--- src/hdl/b32d_pkg.sv ---
package b32d_pkg;

    localparam int MAX_OUT_BYTES_DEF = 80;
    localparam int MAX_CHARS_DEF     = 512;

    localparam int SYM_COUNT = 32;
    localparam int SYM_BITS  = 5;
    localparam int BYTE_BITS = 8;
    localparam int CNT_BITS  = 7;

    typedef enum logic [1:0] {
        ST_OK       = 2'd0,
        ST_BAD_CHAR = 2'd1,
        ST_TOO_LONG = 2'd2
    } t_status;

    typedef logic [BYTE_BITS-1:0] t_sym_table [SYM_COUNT];

    // Symbol table: entry k holds the character whose value is k.
    localparam t_sym_table SYM_TABLE = '{
        8'h71, 8'h70, 8'h7A, 8'h72, 8'h79, 8'h39, 8'h78, 8'h38,  // q p z r y 9 x 8
        8'h67, 8'h66, 8'h32, 8'h74, 8'h76, 8'h64, 8'h77, 8'h30,  // g f 2 t v d w 0
        8'h73, 8'h33, 8'h6A, 8'h6E, 8'h35, 8'h34, 8'h6B, 8'h68,  // s 3 j n 5 4 k h
        8'h63, 8'h65, 8'h36, 8'h6D, 8'h75, 8'h61, 8'h37, 8'h6C   // c e 6 m u a 7 l
    };

    typedef struct packed {
        logic [BYTE_BITS-1:0] char_code;
        logic                 last_char;
    } t_in_word;

    typedef struct packed {
        logic [BYTE_BITS-1:0] byte_value;
        logic                 byte_valid;
        logic                 end_of_string;
        t_status              status;
        logic [CNT_BITS-1:0]  byte_count;
    } t_out_word;

endpackage

--- src/hdl/b32d_sym_lut.sv ---
module b32d_sym_lut (
    input  logic [7:0] i_char,
    output logic [4:0] o_value,
    output logic       o_hit
);
    import b32d_pkg::*;

    logic [BYTE_BITS-1:0] folded;

    // Fold A..Z to a..z; codes of 128 and up never match the table.
    always_comb begin
        if (i_char >= 8'h41 && i_char <= 8'h5A) begin
            folded = i_char + 8'h20;
        end else begin
            folded = i_char;
        end
    end

    always_comb begin
        o_value = '0;
        o_hit   = 1'b0;
        for (int k = 0; k < SYM_COUNT; k++) begin
            if (folded == SYM_TABLE[k]) begin
                o_value = SYM_BITS'(k);
                o_hit   = 1'b1;
            end
        end
    end

endmodule

--- src/hdl/base32_char_to_byte_decoder.sv ---
// Base32 (bech32 alphabet) character-to-byte decoder.
// Input channel: one character word per handshake (i_in_valid / o_in_ready)
// carrying the raw character code and a flag that marks the last character
// of an address string. Output channel: one result word per character
// (o_out_valid / i_out_ready) carrying the byte completed by that character,
// if any, the end-of-string flag, the sticky status of the string and the
// running byte count.
// The result of a character is registered and shown in the cycle after it is
// accepted. Throughput is one character per cycle unless the receiver stalls;
// the path is the alphabet compare, a small shift and the bit and byte
// counters, all between the input pins and the result register.
// A new character is taken while the result register is empty or is being
// drained in the same cycle, so a stalled receiver holds the current result
// and back-pressures the sender without losing anything.
// Reset (synchronous, active low) empties the result register and clears the
// bit accumulator, the character and byte counters and the status. All of
// these but the result register clear after the last character of a string.
module base32_char_to_byte_decoder #(
    parameter int MAX_OUT_BYTES = b32d_pkg::MAX_OUT_BYTES_DEF,
    parameter int MAX_CHARS     = b32d_pkg::MAX_CHARS_DEF
) (
    input  logic               i_clk,
    input  logic               i_rst_n,
    input  logic               i_in_valid,
    output logic               o_in_ready,
    input  b32d_pkg::t_in_word i_in_word,
    output logic               o_out_valid,
    input  logic               i_out_ready,
    output b32d_pkg::t_out_word o_out_word
);
    import b32d_pkg::*;

    localparam int CHAR_W = $clog2(MAX_CHARS);
    localparam logic [CHAR_W-1:0]   CHARS_LAST = CHAR_W'(MAX_CHARS - 1);
    localparam logic [CNT_BITS-1:0] BYTES_CAP  = CNT_BITS'(MAX_OUT_BYTES);

    // Per-string state.
    logic [6:0]          r_store;
    logic [2:0]          r_held;
    logic [CHAR_W-1:0]   r_chars;
    logic [CNT_BITS-1:0] r_bytes;
    t_status             r_status;

    logic [6:0]          n_store;
    logic [2:0]          n_held;
    logic [CHAR_W-1:0]   n_chars;
    logic [CNT_BITS-1:0] n_bytes;
    t_status             n_status;

    logic      r_out_valid;
    t_out_word r_out_word;
    t_out_word n_out_word;

    logic       in_fire;
    logic [4:0] sym_value;
    logic       sym_hit;
    logic       too_long;
    logic [11:0] acc;
    logic [3:0]  total;
    logic [2:0]  rest;

    b32d_sym_lut u_sym_lut (
        .i_char  (i_in_word.char_code),
        .o_value (sym_value),
        .o_hit   (sym_hit)
    );

    // The result register frees up when it is empty or drains this cycle.
    assign o_in_ready = !r_out_valid || i_out_ready;
    assign in_fire    = i_in_valid && o_in_ready;

    assign too_long = (r_chars == CHARS_LAST);
    assign acc      = {r_store, sym_value};
    assign total    = {1'b0, r_held} + 4'd5;

    always_comb begin
        n_store  = r_store;
        n_held   = r_held;
        n_bytes  = r_bytes;
        n_chars  = too_long ? CHARS_LAST : r_chars + 1'b1;
        rest     = '0;

        n_out_word               = '0;
        n_out_word.end_of_string = i_in_word.last_char;

        // A too-long string overrides a bad character; both are sticky.
        if (too_long) begin
            n_status = ST_TOO_LONG;
        end else if (!sym_hit && r_status == ST_OK) begin
            n_status = ST_BAD_CHAR;
        end else begin
            n_status = r_status;
        end

        // Once the string is in error the accumulator freezes.
        if (n_status == ST_OK) begin
            if (total >= 4'd8) begin
                rest = 3'(total - 4'd8);
                if (r_bytes < BYTES_CAP) begin
                    n_out_word.byte_value = 8'(acc >> rest);
                    n_out_word.byte_valid = 1'b1;
                    n_bytes               = r_bytes + 1'b1;
                end
            end else begin
                rest = total[2:0];
            end
            n_store = acc[6:0] & ~(7'h7F << rest);
            n_held  = rest;
        end

        n_out_word.status     = n_status;
        n_out_word.byte_count = n_bytes;
    end

    always_ff @(posedge i_clk) begin
        if (!i_rst_n) begin
            r_out_valid <= 1'b0;
            r_store     <= '0;
            r_held      <= '0;
            r_chars     <= '0;
            r_bytes     <= '0;
            r_status    <= ST_OK;
        end else begin
            if (in_fire) begin
                r_out_valid <= 1'b1;
                if (i_in_word.last_char) begin
                    // The string is done: start the next one from scratch.
                    r_store  <= '0;
                    r_held   <= '0;
                    r_chars  <= '0;
                    r_bytes  <= '0;
                    r_status <= ST_OK;
                end else begin
                    r_store  <= n_store;
                    r_held   <= n_held;
                    r_chars  <= n_chars;
                    r_bytes  <= n_bytes;
                    r_status <= n_status;
                end
            end else if (i_out_ready) begin
                r_out_valid <= 1'b0;
            end
        end
    end

    always_ff @(posedge i_clk) begin
        if (in_fire) begin
            r_out_word <= n_out_word;
        end
    end

    assign o_out_valid = r_out_valid;
    assign o_out_word  = r_out_word;

endmodule

--- config.mk ---
export PLATFORM = sky130hd
export DESIGN_NAME = base32_char_to_byte_decoder
export DESIGN_NICKNAME = d
export VERILOG_FILES = /design/src/hdl/b32d_pkg.sv /design/src/hdl/b32d_sym_lut.sv /design/src/hdl/base32_char_to_byte_decoder.sv
export SDC_FILE = /design/constraint.sdc
export NUM_CORES = 1
export LEC_CHECK = 0
export ABC_AREA = 1
export BUFFER_PORTS_ARGS = -buffer_cell sky130_fd_sc_hd__buf_2
export CELL_PAD_IN_SITES_DETAIL_PLACEMENT = 0
export CELL_PAD_IN_SITES_GLOBAL_PLACEMENT = 1
export CORE_MARGIN = 2
export CORE_UTILIZATION = 34
export DETAILED_ROUTE_END_ITERATION = 12
export PLACE_DENSITY = 0.69
export SKIP_LAST_GASP = 1
export SLEW_MARGIN = 15
export SYNTH_ARGS = -nofsm -noshare
export SYNTH_HDL_FRONTEND = slang
export SYNTH_HIERARCHICAL = 1
export SYNTH_SLANG_ARGS = --single-unit
--- constraint.sdc ---
create_clock -name i_clk -period 3.2 [get_ports i_clk]
set_clock_uncertainty 0.15 [all_clocks]
set_input_delay 0.64 -clock i_clk [delete_from_list [all_inputs] [get_ports i_clk]]
set_output_delay 0.64 -clock i_clk [all_outputs]
set_load 0.005 [all_outputs]
Yosys cells after proc, flatten, opt, wreduce, memory -nomap -nowiden
Cells that the tools add are included.
{ "word_totals": {"word_cells": 152, "out_inout_bits": 21, "in_bits": 13, "ff_bits": 48} }
{ "classes": {"mux": 82, "n_eq_ne": 33, "magnitude_cmp": 4, "addsub": 5, "shifts": 2, "n_bitwise": 2, "reduce_logical": 13} }
{ "ops": {"columns": ["op", "count"], "rows": [
  ["$eq A8 B7 Y1 const B", 23],
  ["$mux W5", 16],
  ["$eq A8 B6 Y1 const B", 9],
  ["$mux W7", 6],
  ["$mux W1", 36],
  ["$mux W4", 8],
  ["$mux W3", 8],
  ["$mux W9", 2],
  ["$shr A12 B3 Y8", 1],
  ["$mux W2", 5],
  ["$add A9 B1 Y9 const B", 1],
  ["$eq A9 B9 Y1 const B", 1],
  ["$add A8 B6 Y8 const B", 1],
  ["$ge A8 B7 Y1 const B", 1],
  ["$le A8 B7 Y1 const B", 1],
  ["$mux W8", 1],
  ["$add A7 B1 Y7 const B", 1],
  ["$and A7 B7 Y7", 1],
  ["$lt A7 B7 Y1 const B", 1],
  ["$not A7 Y7", 1],
  ["$shl A7 B3 Y7 const A", 1],
  ["$add A3 B3 Y4 const B", 1],
  ["$ge A4 B4 Y1 const B", 1],
  ["$logic_not A2 Y1", 2],
  ["other kinds (7)", 12]
]} }

Longest topological paths before layout
Gate-level depths: netlist (run 1).
{ "depth": {"depth_word": 47, "depth_mapped": 24, "depth_no_buf": 24} }

By module
Netlist (run 1), hierarchy kept.
{ "modules_own_cells": {"columns": ["mod", "instances", "seq_area_each_um2", "area_per_inst_um2", "cells_each"], "rows": [
  ["base32_char_to_byte_decoder", 1, 1151.1, 2642.5, 341],
  ["b32d_sym_lut", 1, 0.0, 641.9, 119]
]} }

Least setup slack after synthesis (run 1)
OpenSTA, ideal clock, no wires.
{ "synth_timing": {"kind": "input port to flip-flop", "startpoint": "input i_in_word[6] (netlist bit)", "endpoint": "register r_out_word, in the netlist o_out_word[1] (data pin)", "required_time_ns": 2.795, "stages": 17, "setup_ns": 0.255, "setup_slack_ns": 0.059, "t_arrival_ns": 2.736, "path_buffers": 0, "path_cell_list": "ha_1 nor3_1 nand3_1 nand2_2 nor2_4 nand3b_4 inv_4 nand4_1 o21ai_2 nor4_4 nand4_1 nor2_1 nor2_1 nand3_4 inv_6 or2_2 and2_1"} }
{ "synth_between": {"elab_chain_cells": 42, "word_cells_on_any_way": 75, "classes_between": "add/sub (1); order compare (2); eq/ne (32); mux (36); reduce/logical (4)"} }
{ "synth_lines": {"columns": ["element", "line", "rtl"], "rows": [
  ["from (decl)", "base32_char_to_byte_decoder.sv:26", "input b32d_pkg::t_in_word i_in_word,"],
  ["$ge A8 B7 Y1 or $le A8 B7 Y1 (tied branches)", "b32d_sym_lut.sv:12", "if (i_char >= 8'h41 && i_char <= 8'h5A) begin"],
  ["$logic_and A1 B1 Y1", "b32d_sym_lut.sv:12", null],
  ["$mux W8 (*)", "b32d_sym_lut.sv:12", null],
  ["$eq A8 B7 Y1", "b32d_sym_lut.sv:23", "if (folded == SYM_TABLE[k]) begin"],
  ["$mux W1 (31 in series)", "b32d_sym_lut.sv:23", null],
  ["$mux W1 (*)", "b32d_sym_lut.sv:23", null],
  ["via sym_hit", "base32_char_to_byte_decoder.sv:56", "logic sym_hit;"],
  ["$logic_not A1 Y1 (*)", "base32_char_to_byte_decoder.sv:89", "end else if (!sym_hit && r_status == ST_OK) begin"],
  ["$logic_and A1 B1 Y1 (*)", "base32_char_to_byte_decoder.sv:89", null],
  ["$mux W2 (*)", "base32_char_to_byte_decoder.sv:89", null],
  ["$mux W2 (*)", "base32_char_to_byte_decoder.sv:87", "if (too_long) begin"],
  ["$logic_not A2 Y1 (*)", "base32_char_to_byte_decoder.sv:96", "if (n_status == ST_OK) begin"],
  ["$mux W7 (*)", "base32_char_to_byte_decoder.sv:96", null],
  ["via n_bytes[1]", "base32_char_to_byte_decoder.sv:47", "logic [CNT_BITS-1:0] n_bytes;"],
  ["to (signal assigned)", "base32_char_to_byte_decoder.sv:148", "r_out_word <= n_out_word;"],
  ["to (decl)", "base32_char_to_byte_decoder.sv:51", "t_out_word r_out_word;"]
]} }
Mark *: on every way through the listed nets, which the timed path passes. The rest lies on a longest branch.
A chain may end at the register's enable or synchronous reset.

Worst setup path after layout (run 1)
{ "layout_timing": {"startpoint": "input i_in_word[7] (netlist bit)", "endpoint": "register r_out_word, in the netlist o_out_word[1] (data pin)"} }
Same word-level chain as after synthesis.

==> results of run 1 <==
cells in the mapped netlist (3+ instances only):
master    instances
clkbuf_1          6
a21oi_1          20
inv_1            55
nand2_2          19
nand3_1          25
nand4_1          14
ha_1              7
a31oi_1           7
o211ai_1          5
dfxtp_1          29
xor2_1            3
o22ai_1           3
nor3b_1           3
a21oi_2           8
nor2_4            4
nand2_1         116
nor3_1           10
edfxtp_1         19
o21ai_0          27
or2_2             6
inv_2             6
nor2_1           35
nor2_2            7
state kept, by name (all words and copies together), names as in the netlist:
register	flops
o_out_valid	1
o_out_word	19
r_bytes	7
r_chars	9
r_held	3
r_status	2
r_store	7
cell families after synthesis:
group | count (synthesis)
xor gates and xnor gates | 3
DFF | 48
and+or+nand+nor | 250
buffers and inverters | 74
muxes | 1
AOI/OAI and AO/OA | 77
adders and majority gates | 7
layer usage:
layer,vias up,GRT usage,share of wire
met4,0,0.0410,0.012
met2,59,0.285,0.48
met5,-,0,0
met3,8,0.0280,0.028
li1,1695,-,-
met1,1511,0.231,0.48
through the flow:
step	hold WS, ps	util	area, µm²	std cells	setup slack (ps)
5_1_grt	338	0.455	4250	679	-64.5
3_3_place_gp	309	0.424	3960	665	-340
6_report	325	0.455	4250	679	110
4_1_cts	324	0.434	4050	673	13.9
3_5_place_dp	309	0.424	3960	665	-383
2_1_floorplan	294	-	3280	460	59.0
path summary, 6_finish.rpt:
check                                  start              to  slack (ps)  depth (start not counted)
worst max-delay path            i_in_word[7]   o_out_word[1]         110                         20
worst min-delay path              r_store[4]      r_store[4]         320                          2
worst max register to register     r_held[0]  o_out_word[14]         490                          6
worst min register to register    r_store[4]      r_store[4]         320                          2
area by class of cell:
cell class                      count  area [µm²]  area share
Tap cell                          129         161      0.0380
Multi-Input combinational cell    338        1960       0.462
Clock inverter                      2        12.5     0.00295
Inverter                           64         250      0.0589
Timing Repair Buffer               92         639       0.151
Clock buffer                        6        72.6      0.0171
Sequential cell                    48        1150       0.271
report_power, final:
part / switching [mW] / internal [mW] / total (mW)
clock network: 0.206 / 0.154 / 0.360
logic: 0.138 / 0.103 / 0.241
registers: 0.0103 / 0.655 / 0.665
what timing repair did:
action                     in CTS  in global routing
setup buffers                   0                  7
pin swaps                       0                 19
setup endpoints to repair       5                 33
gates resized for setup         2                 38
critical path: cells and delay by family:
kind,cells,cell delay (ps)
adder cells (fa/ha/maj),1,230
buffers and inverters,4,310
AND/OR/NAND/NOR,15,1820
==> results.toml, run 1 <==
[outcome]
status = "finished clean"

[layout]
final_common_cell = "nand2_1"
num_antenna_cells = 0
final_cell_mix = "nand2_1, buf_4, inv_1, nor2_1, buf_2"
layout-drive-gt1-share = 0.324
area_delta_synth_final_pct = 29.3
fillers = 943
nNetsFinal = 569

[setup_path]
path_class = "input port to flop"
worstSetupEndpointType = "flop"
crit_required_ps = 3120
crit_path_start_kind = "input port"
cp_cell_sequence = "buf_8 > ha_4 > nor3_4 > nand3_2 > nand2_4 > nor2_4 > nand3b_4 > inv_4 > nand3_4 > nand2_2 > inv_2 > nand3b_4 > nor4_4 > nand4_1 > nor2_2 > nor2_4 > nand3_4 > clkinv_4 > or2_4 > and2_4"
critPathMaxFanout = 5
cpMaxStageDelayCell = "or2_4"
crit_arrival_ps = 3010
max_stage_delay_ps = 250

[yosys]
synthTopCellsByArea = "dfxtp_1, edfxtp_1, nand2_1"
synth.distinct_cells = 43
ys_ff_latch = 48
synth_top_area_frac = 0.177
muxShareOfSynthArea = 0.00305
synth-async-reset-ratio = 0
synth_area_per_cell_um2 = 7.14
synth_cells = 460
synth_fp_nets = 480
ys_seq_area_frac = 0.350
synth_flop_cell = "dfxtp_1"
yosys_warnings = 6
yosys.area_share.simple = 0.379
synth_top_family_by_area = "simple AND/OR/NAND/NOR gates"
synth_edf_count = 19
synth_fa_ha_area_frac = 0.0267
yosysTopAreaCell = "dfxtp_1"
synth_compound_area_frac = 0.142
synthXorXnorAreaFrac = 0.00800
netlist_area_mm2 = 0.00328

[grt]
grt_pass1_wl_um = 14200
grt_pass1_vias = 3000
antenna_found_initial = 0
grt_max_degree = 25
gr-total-overflow = 0
grtUsageTotal = 0.171

[routing]
dr.first_iter.drc_count = 86
post_drt_wl_per_cell_um = 12.8
route.vias.total = 3273
wl_um = 8680
viasPerCell = 4.82
dr.pass1.iters = 4
drcViolationCount = 0
postRouteAntennaNets = 0

[clock_network]
clkTransAtPathRegs_ps = 100
clock_latency_ps = 300
cts_sinks = 48
h-tree-depth = 2
root_buffer = "clkbuf_8"
tritoncts = "done"
cts_made_buffers = 5
cts_buffer_depth = 2
hold_buffers = 0

[min_path]
holdCritPathClass = "flop to flop"

[pwr]
p_total_mw = 1.27
p_per_area_mw_per_mm2 = 298
leakage_nw = 1.81
ir_drop_v = 0.000164

[timing]
drv_slew = 0
final.setup.tns_ps = 0
hold_viol = 0
min_period_ps = 3090
worstMarginPinSlew_ps = 670
max_freq_mhz = 324
maxSlewHeadroom = 0.553
rsz0062_at_grt = "true"
setup_violations = 0
fin_crit_sh = 0.966

[run]
cap_violations = 0

[floorplan]
die_height_um = 102
fp.dieW_um = 102
core_area_mm2 = 0.00933
die-area_mm2 = 0.0105
row_count = 35
start_util = 0.352
io_pins = 34

[placement]
dp_hpwl_um = 6550
place.gp.congestion = 0.908
portBuffers = 33
Note: power is estimated with default switching activity, not from simulation.
==> inputs of run 2 (changes only) <==
PLACE_DENSITY = 0.7   (was 0.69)
SYNTH_HIERARCHICAL = default   (was 1)
==> results.toml, run 2 <==
[clock_network]
clock_latency_ps = 310
cts_sinks = 48
tritoncts = "done"
cts_made_buffers = 5
hold_buffers = 0
cts_buffer_depth = 2
h-tree-depth = 2
root_buffer = "clkbuf_8"
clkTransAtPathRegs_ps = 110

[grt]
grt_max_degree = 26
antenna_found_initial = 0
gr-total-overflow = 0
grtUsageTotal = 0.164
grt_pass1_wl_um = 13700
grt_pass1_vias = 2971

[routing]
maxUsedRoutingLayer = "met4"
wl_um = 8180
dr.first_iter.drc_count = 97
postRouteAntennaNets = 0
route.vias.total = 3171
viasPerCell = 4.83
post_drt_wl_per_cell_um = 12.4
wl_met3_um = 272
dr.pass1.iters = 4
drcViolationCount = 0
m1WireLength_um = 3960
wl_met2_um = 3860

[pwr]
leakage_nw = 1.64
ir_drop_v = 0.000166
p_per_area_mw_per_mm2 = 359
p_total_mw = 1.36

[yosys]
synth-async-reset-ratio = 0
netlist_area_mm2 = 0.00326
ys_seq_area_frac = 0.353
yosysMostFrequentCell = "nand2_1"
synth.distinct_cells = 37
yosys_warnings = 0
ys_ff_latch = 48
synth_edf_count = 19
synth_fp_nets = 503
synth_flop_cell = "dfxtp_1"
yosysTopAreaCell = "dfxtp_1"
synthTopCellsByArea = "dfxtp_1, edfxtp_1, nand2_1"
synth_area_per_cell_um2 = 6.76
synth_cells = 483
synth_top_area_frac = 0.178
netlist_top_cells_count = "nand2_1, inv_1, nor2_1"

[min_path]
holdCritPathClass = "flop to flop"

[setup_path]
critPathMaxFanout = 6
crit_required_ps = 3130
cp_cell_sequence = "buf_2 > inv_1 > nor2_2 > nand2_1 > nand2_2 > nand4_1 > nand2_2 > nor2_4 > nand2_2 > clkinv_2 > nand2_1 > nand2_1 > inv_2 > nand3b_2 > nor2_2 > nand3_1 > o21ai_0 > o21ai_0 > a21oi_1 > nor2_1"
cp_num_buf_inv = 4
path_class = "input port to flop"
crit_arrival_ps = 2780
cpMaxStageDelayCell = "o21ai_0"
max_stage_delay_ps = 270
cp_top_family = "simple AND/OR/NAND/NOR gates"
worstSetupEndpointType = "flop"
crit_path_start_kind = "input port"

[layout]
final_common_cell = "nand2_1"
layout-drive-gt1-share = 0.180
multi_input_area_mm2 = 0.00177
fillers = 1039
layout.area.seq_mm2 = 0.00115
area_delta_synth_final_pct = 15.9
num_antenna_cells = 0
final_cell_mix = "nand2_1, inv_1, nor2_1, a21oi_1, nand3_1"
stdcell_count = 657
largest_register_ffs = 19
post-route-util = 0.408
nNetsFinal = 547
final_area_mm2 = 0.00378

[timing]
worstMarginPinSlew_ps = 852
final.setup.tns_ps = 0
fin_crit_sh = 0.889
min_period_ps = 2840
drv_slew = 0
whs_ps = 314
maxSlewHeadroom = 0.431
max_freq_mhz = 352
rsz0062_at_grt = "false"
setup_violations = 0
hold_viol = 0
fin_ws_ps = 355

[floorplan]
row_count = 35
core_area_mm2 = 0.00928
die_height_um = 102
io_pins = 34
die-area_mm2 = 0.0104
fp.dieW_um = 102
start_util = 0.352

[placement]
portBuffers = 33
place.gp.congestion = 0.897
place_inst = 648
dp_hpwl_um = 6110
place_area_mm2 = 0.00365
dp_slack_ps = -34.7

[run]
cap_violations = 0

[outcome]
status = "finished clean"
==> run 2: layer usage <==
layer | vias up | track usage
li1 | 1659 | -
met1 | 1450 | 0.217
met2 | 55 | 0.285
met3 | 7 | 0.0205
met4 | 0 | 0.0400
met5 | - | 0
==> run 2: what timing repair did <==
action | CTS | global route
resized for setup | 0 | 1
buffers inserted | 0 | 1
endpoints found under the setup margin | 0 | 2
==> run 2: power by group <==
| part | internal, mW | switching [mW] |
|---|---|---|
| clock network | 0.252 | 0.236 |
| registers | 0.652 | 0.00616 |
| logic | 0.0677 | 0.143 |
| total | 0.972 | 0.385 |
==> run 2: worst register-to-register path, delay by kind of cell (launching register included) <==
kind	cells	cell delay, ps
and+or+nand+nor	10	1130
buffers and inverters	4	440
DFF	1	410
AOI/OAI and AO/OA	2	210
adders and majority gates	1	210
==> run 2: worst paths after layout <==
path,from,end,slack [ps],cells past startpoint
hold / removal,r_chars[8],r_chars[8],310,2
setup reg to reg,r_chars[0],r_bytes[2],580,17
setup / recovery,i_in_word[4],o_out_word[14],360,20
hold reg to reg,r_chars[8],r_chars[8],310,2
==> run 2: final cells by class <==
type | count | area share
Clock buffer | 7 | 0.0314
Inverter | 76 | 0.0770
Multi-Input combinational cell | 347 | 0.467
Sequential cell | 48 | 0.304
Tap cell | 129 | 0.0426
Timing Repair Buffer | 49 | 0.0754
Clock inverter | 1 | 0.00231
==> run 2: cell families after synthesis <==
| logic type | synth area share |
|---|---|
| compound gates | 0.151 |
| fa+ha+maj | 0.0268 |
| mux | 0.00613 |
| xor+xnor | 0.0161 |
| simple gates | 0.340 |
| flops | 0.353 |
| buf+inv | 0.107 |
==> inputs of run 3 (changes only) <==
--- a/config.mk
+++ b/config.mk
@@ -6,12 +6,10 @@
 export NUM_CORES = 1
 export LEC_CHECK = 0
-export ABC_AREA = 1
 export BUFFER_PORTS_ARGS = -buffer_cell sky130_fd_sc_hd__buf_2
 export CELL_PAD_IN_SITES_DETAIL_PLACEMENT = 0
 export CELL_PAD_IN_SITES_GLOBAL_PLACEMENT = 1
-export CORE_MARGIN = 2
 export CORE_UTILIZATION = 34
 export DETAILED_ROUTE_END_ITERATION = 12
-export PLACE_DENSITY = 0.7
+export PLACE_DENSITY = 0.66
 export SKIP_LAST_GASP = 1
 export SLEW_MARGIN = 15
--- a/constraint.sdc
+++ b/constraint.sdc
@@ -3,3 +3,3 @@
 set_input_delay 0.64 -clock i_clk [delete_from_list [all_inputs] [get_ports i_clk]]
 set_output_delay 0.64 -clock i_clk [all_outputs]
-set_load 0.005 [all_outputs]
+set_load 0.01 [all_outputs]
==> results.toml, run 3 <==
[grt]
grt_pass1_wl_um = 15000
gr-total-overflow = 0
antenna_found_initial = 0
grt_pass1_vias = 3096
grt_max_degree = 22
grtUsageTotal = 0.184

[routing]
route.vias.total = 3176
viasPerCell = 5.55
wl_um = 8880
dr.pass1.iters = 4
post_drt_wl_per_cell_um = 15.5
postRouteAntennaNets = 0
dr.first_iter.drc_count = 176
drcViolationCount = 0

[min_path]
min_path_cells = 1
hold_end = "r_held[2]"
hold_start = "r_held[2]"
holdCritPathClass = "flop to flop"

[yosys]
yosys_warnings = 0
synth_top_area_frac = 0.173
ys_seq_area_frac = 0.344
synth_fp_nets = 396
synth-async-reset-ratio = 0
synth.distinct_cells = 77
yosysMostFrequentCell = "a21oi_1"
synthTopCellsByArea = "dfxtp_1, edfxtp_1, a21oi_1"
synth_area_per_cell_um2 = 8.91
synth_edf_count = 19
netlist_area_mm2 = 0.00335
ys_ff_latch = 48
synth_flop_cell = "dfxtp_1"
synth_cells = 376
netlist_top_cells_count = "a21oi_1, nor2_1, dfxtp_1"
yosysTopAreaCell = "dfxtp_1"

[pwr]
ir_drop_v = 0.000157
p_per_area_mw_per_mm2 = 325
p_total_mw = 1.31
leakage_nw = 1.57

[clock_network]
cts_made_buffers = 5
cts_buffer_depth = 2
post_cts_buffers = 0
root_buffer = "clkbuf_8"
h-tree-depth = 2
clock_latency_ps = 300
tritoncts = "done"
cts_sinks = 48
hold_buffers = 0
clkTransAtPathRegs_ps = 90
cts_resized = 0

[floorplan]
fp.dieW_um = 101
start_util = 0.357
die-area_mm2 = 0.0103
io_pins = 34
core_area_mm2 = 0.00937
die_height_um = 101
row_count = 35

[setup_path]
path_class = "input port to flop"
crit_path_start_kind = "input port"
worstSetupEndpointType = "flop"
rrSetupSlack_ps = 690
r2r_cells = 7
crit_required_ps = 3070
r2r_start = "r_held[0]"
crit_arrival_ps = 2890
rr_endpoint = "o_out_word[11]"
critPathMaxFanout = 4

[timing]
max_freq_mhz = 332
setup_violations = 0
drv_slew = 0
whs_ps = 351
min_period_ps = 3020
rsz0062_at_grt = "false"
worstMarginPinSlew_ps = 675
maxSlewHeadroom = 0.550
hold_viol = 0
fin_crit_sh = 0.942

[placement]
dp_hpwl_um = 6530
place_area_mm2 = 0.00393
portBuffers = 33
place_inst = 564
place.gp.congestion = 0.893

[outcome]
status = "finished clean"

[layout]
area_delta_synth_final_pct = 20.1
stdcell_count = 572
largest_register_ffs = 19
final_cell_mix = "buf_4, a21oi_1, nor2_1, buf_2, dfxtp_1"
final_area_mm2 = 0.00402
final_common_cell = "buf_4"
num_antenna_cells = 0
layout-drive-gt1-share = 0.278
nNetsFinal = 462

[run]
cap_violations = 0
run 3: cell count changes after synthesis, sizes merged, moves of 7 or more:
cell / previous run / this run
a31oi: 0 / 11
buf: 2 / 14
inv: 71 / 13
nand2: 119 / 19
nand2b: 0 / 7
nand3: 43 / 20
nor2: 59 / 33
nor2b: 0 / 7
o21ai: 41 / 16
run 3: metal layers:
| layer | GRT usage | part of all wire |
|---|---|---|
| met5 | 0 | 0 |
| met4 | 0.0468 | 0.013 |
| met3 | 0.0262 | 0.040 |
| met2 | 0.310 | 0.47 |
| met1 | 0.248 | 0.47 |
run 3: where the power goes:
group,leakage [nW],internal [mW],total (mW),switching [mW]
Combinational,1.10,0.115,0.285,0.170
Clock,0.0455,0.154,0.364,0.210
Sequential,0.424,0.652,0.659,0.00664
Total,1.57,0.921,1.31,0.386
run 3: how the worst max path moves through the flow:
stage | startpoint | to | slack [ps] | depth (start not counted)
6_report | i_in_word[6] | o_out_word[12] | 180 | 10
5_1_grt | i_in_word[6] | o_out_word[12] | 5 | 10
4_1_cts | i_in_word[6] | o_out_word[12] | 140 | 10
3_5_place_dp | i_in_word[6] | o_out_word[12] | -160 | 10
2_1_floorplan | i_in_word[6] | r_store[5] | 80 | 10
3_3_place_gp | i_in_word[6] | o_out_word[12] | -180 | 10
run 3: kinds of logic after synthesis:
logic type,after synthesis,synth area share
muxes,14,0.0553
adders and majority gates,7,0.0261
and+or+nand+nor,136,0.231
xor gates and xnor gates,6,0.0157
DFF,48,0.344
AOI/OAI and AO/OA,125,0.273
buffers and inverters,40,0.0545
run 3: final cells by class:
cell class	instances	area, µm²
Fill cell	971	5350
Multi-Input combinational cell	288	2020
Sequential cell	48	1150
Timing Repair Buffer	84	548
Tap cell	129	161
Clock buffer	6	72.6
Inverter	15	56.3
Clock inverter	2	11.3
run 3: critical path, stage by stage:
cell,delay (ps)
buf_2,110
ha_1,350
or3_1,340
o211a_1,300
o311a_1,150
a311oi_2,320
nand3_1,150
mux2_2,300
mux2i_1,140
a21oi_1,80
run 3: stage by stage:
step	setup TNS [ps]	util	setup slack (ps)
2_1_floorplan	0	-	80.5
3_3_place_gp	-1210	0.420	-181
3_5_place_dp	-1180	0.420	-164
4_1_cts	0	0.429	139
5_1_grt	0	0.429	5.45
6_report	0	0.429	185
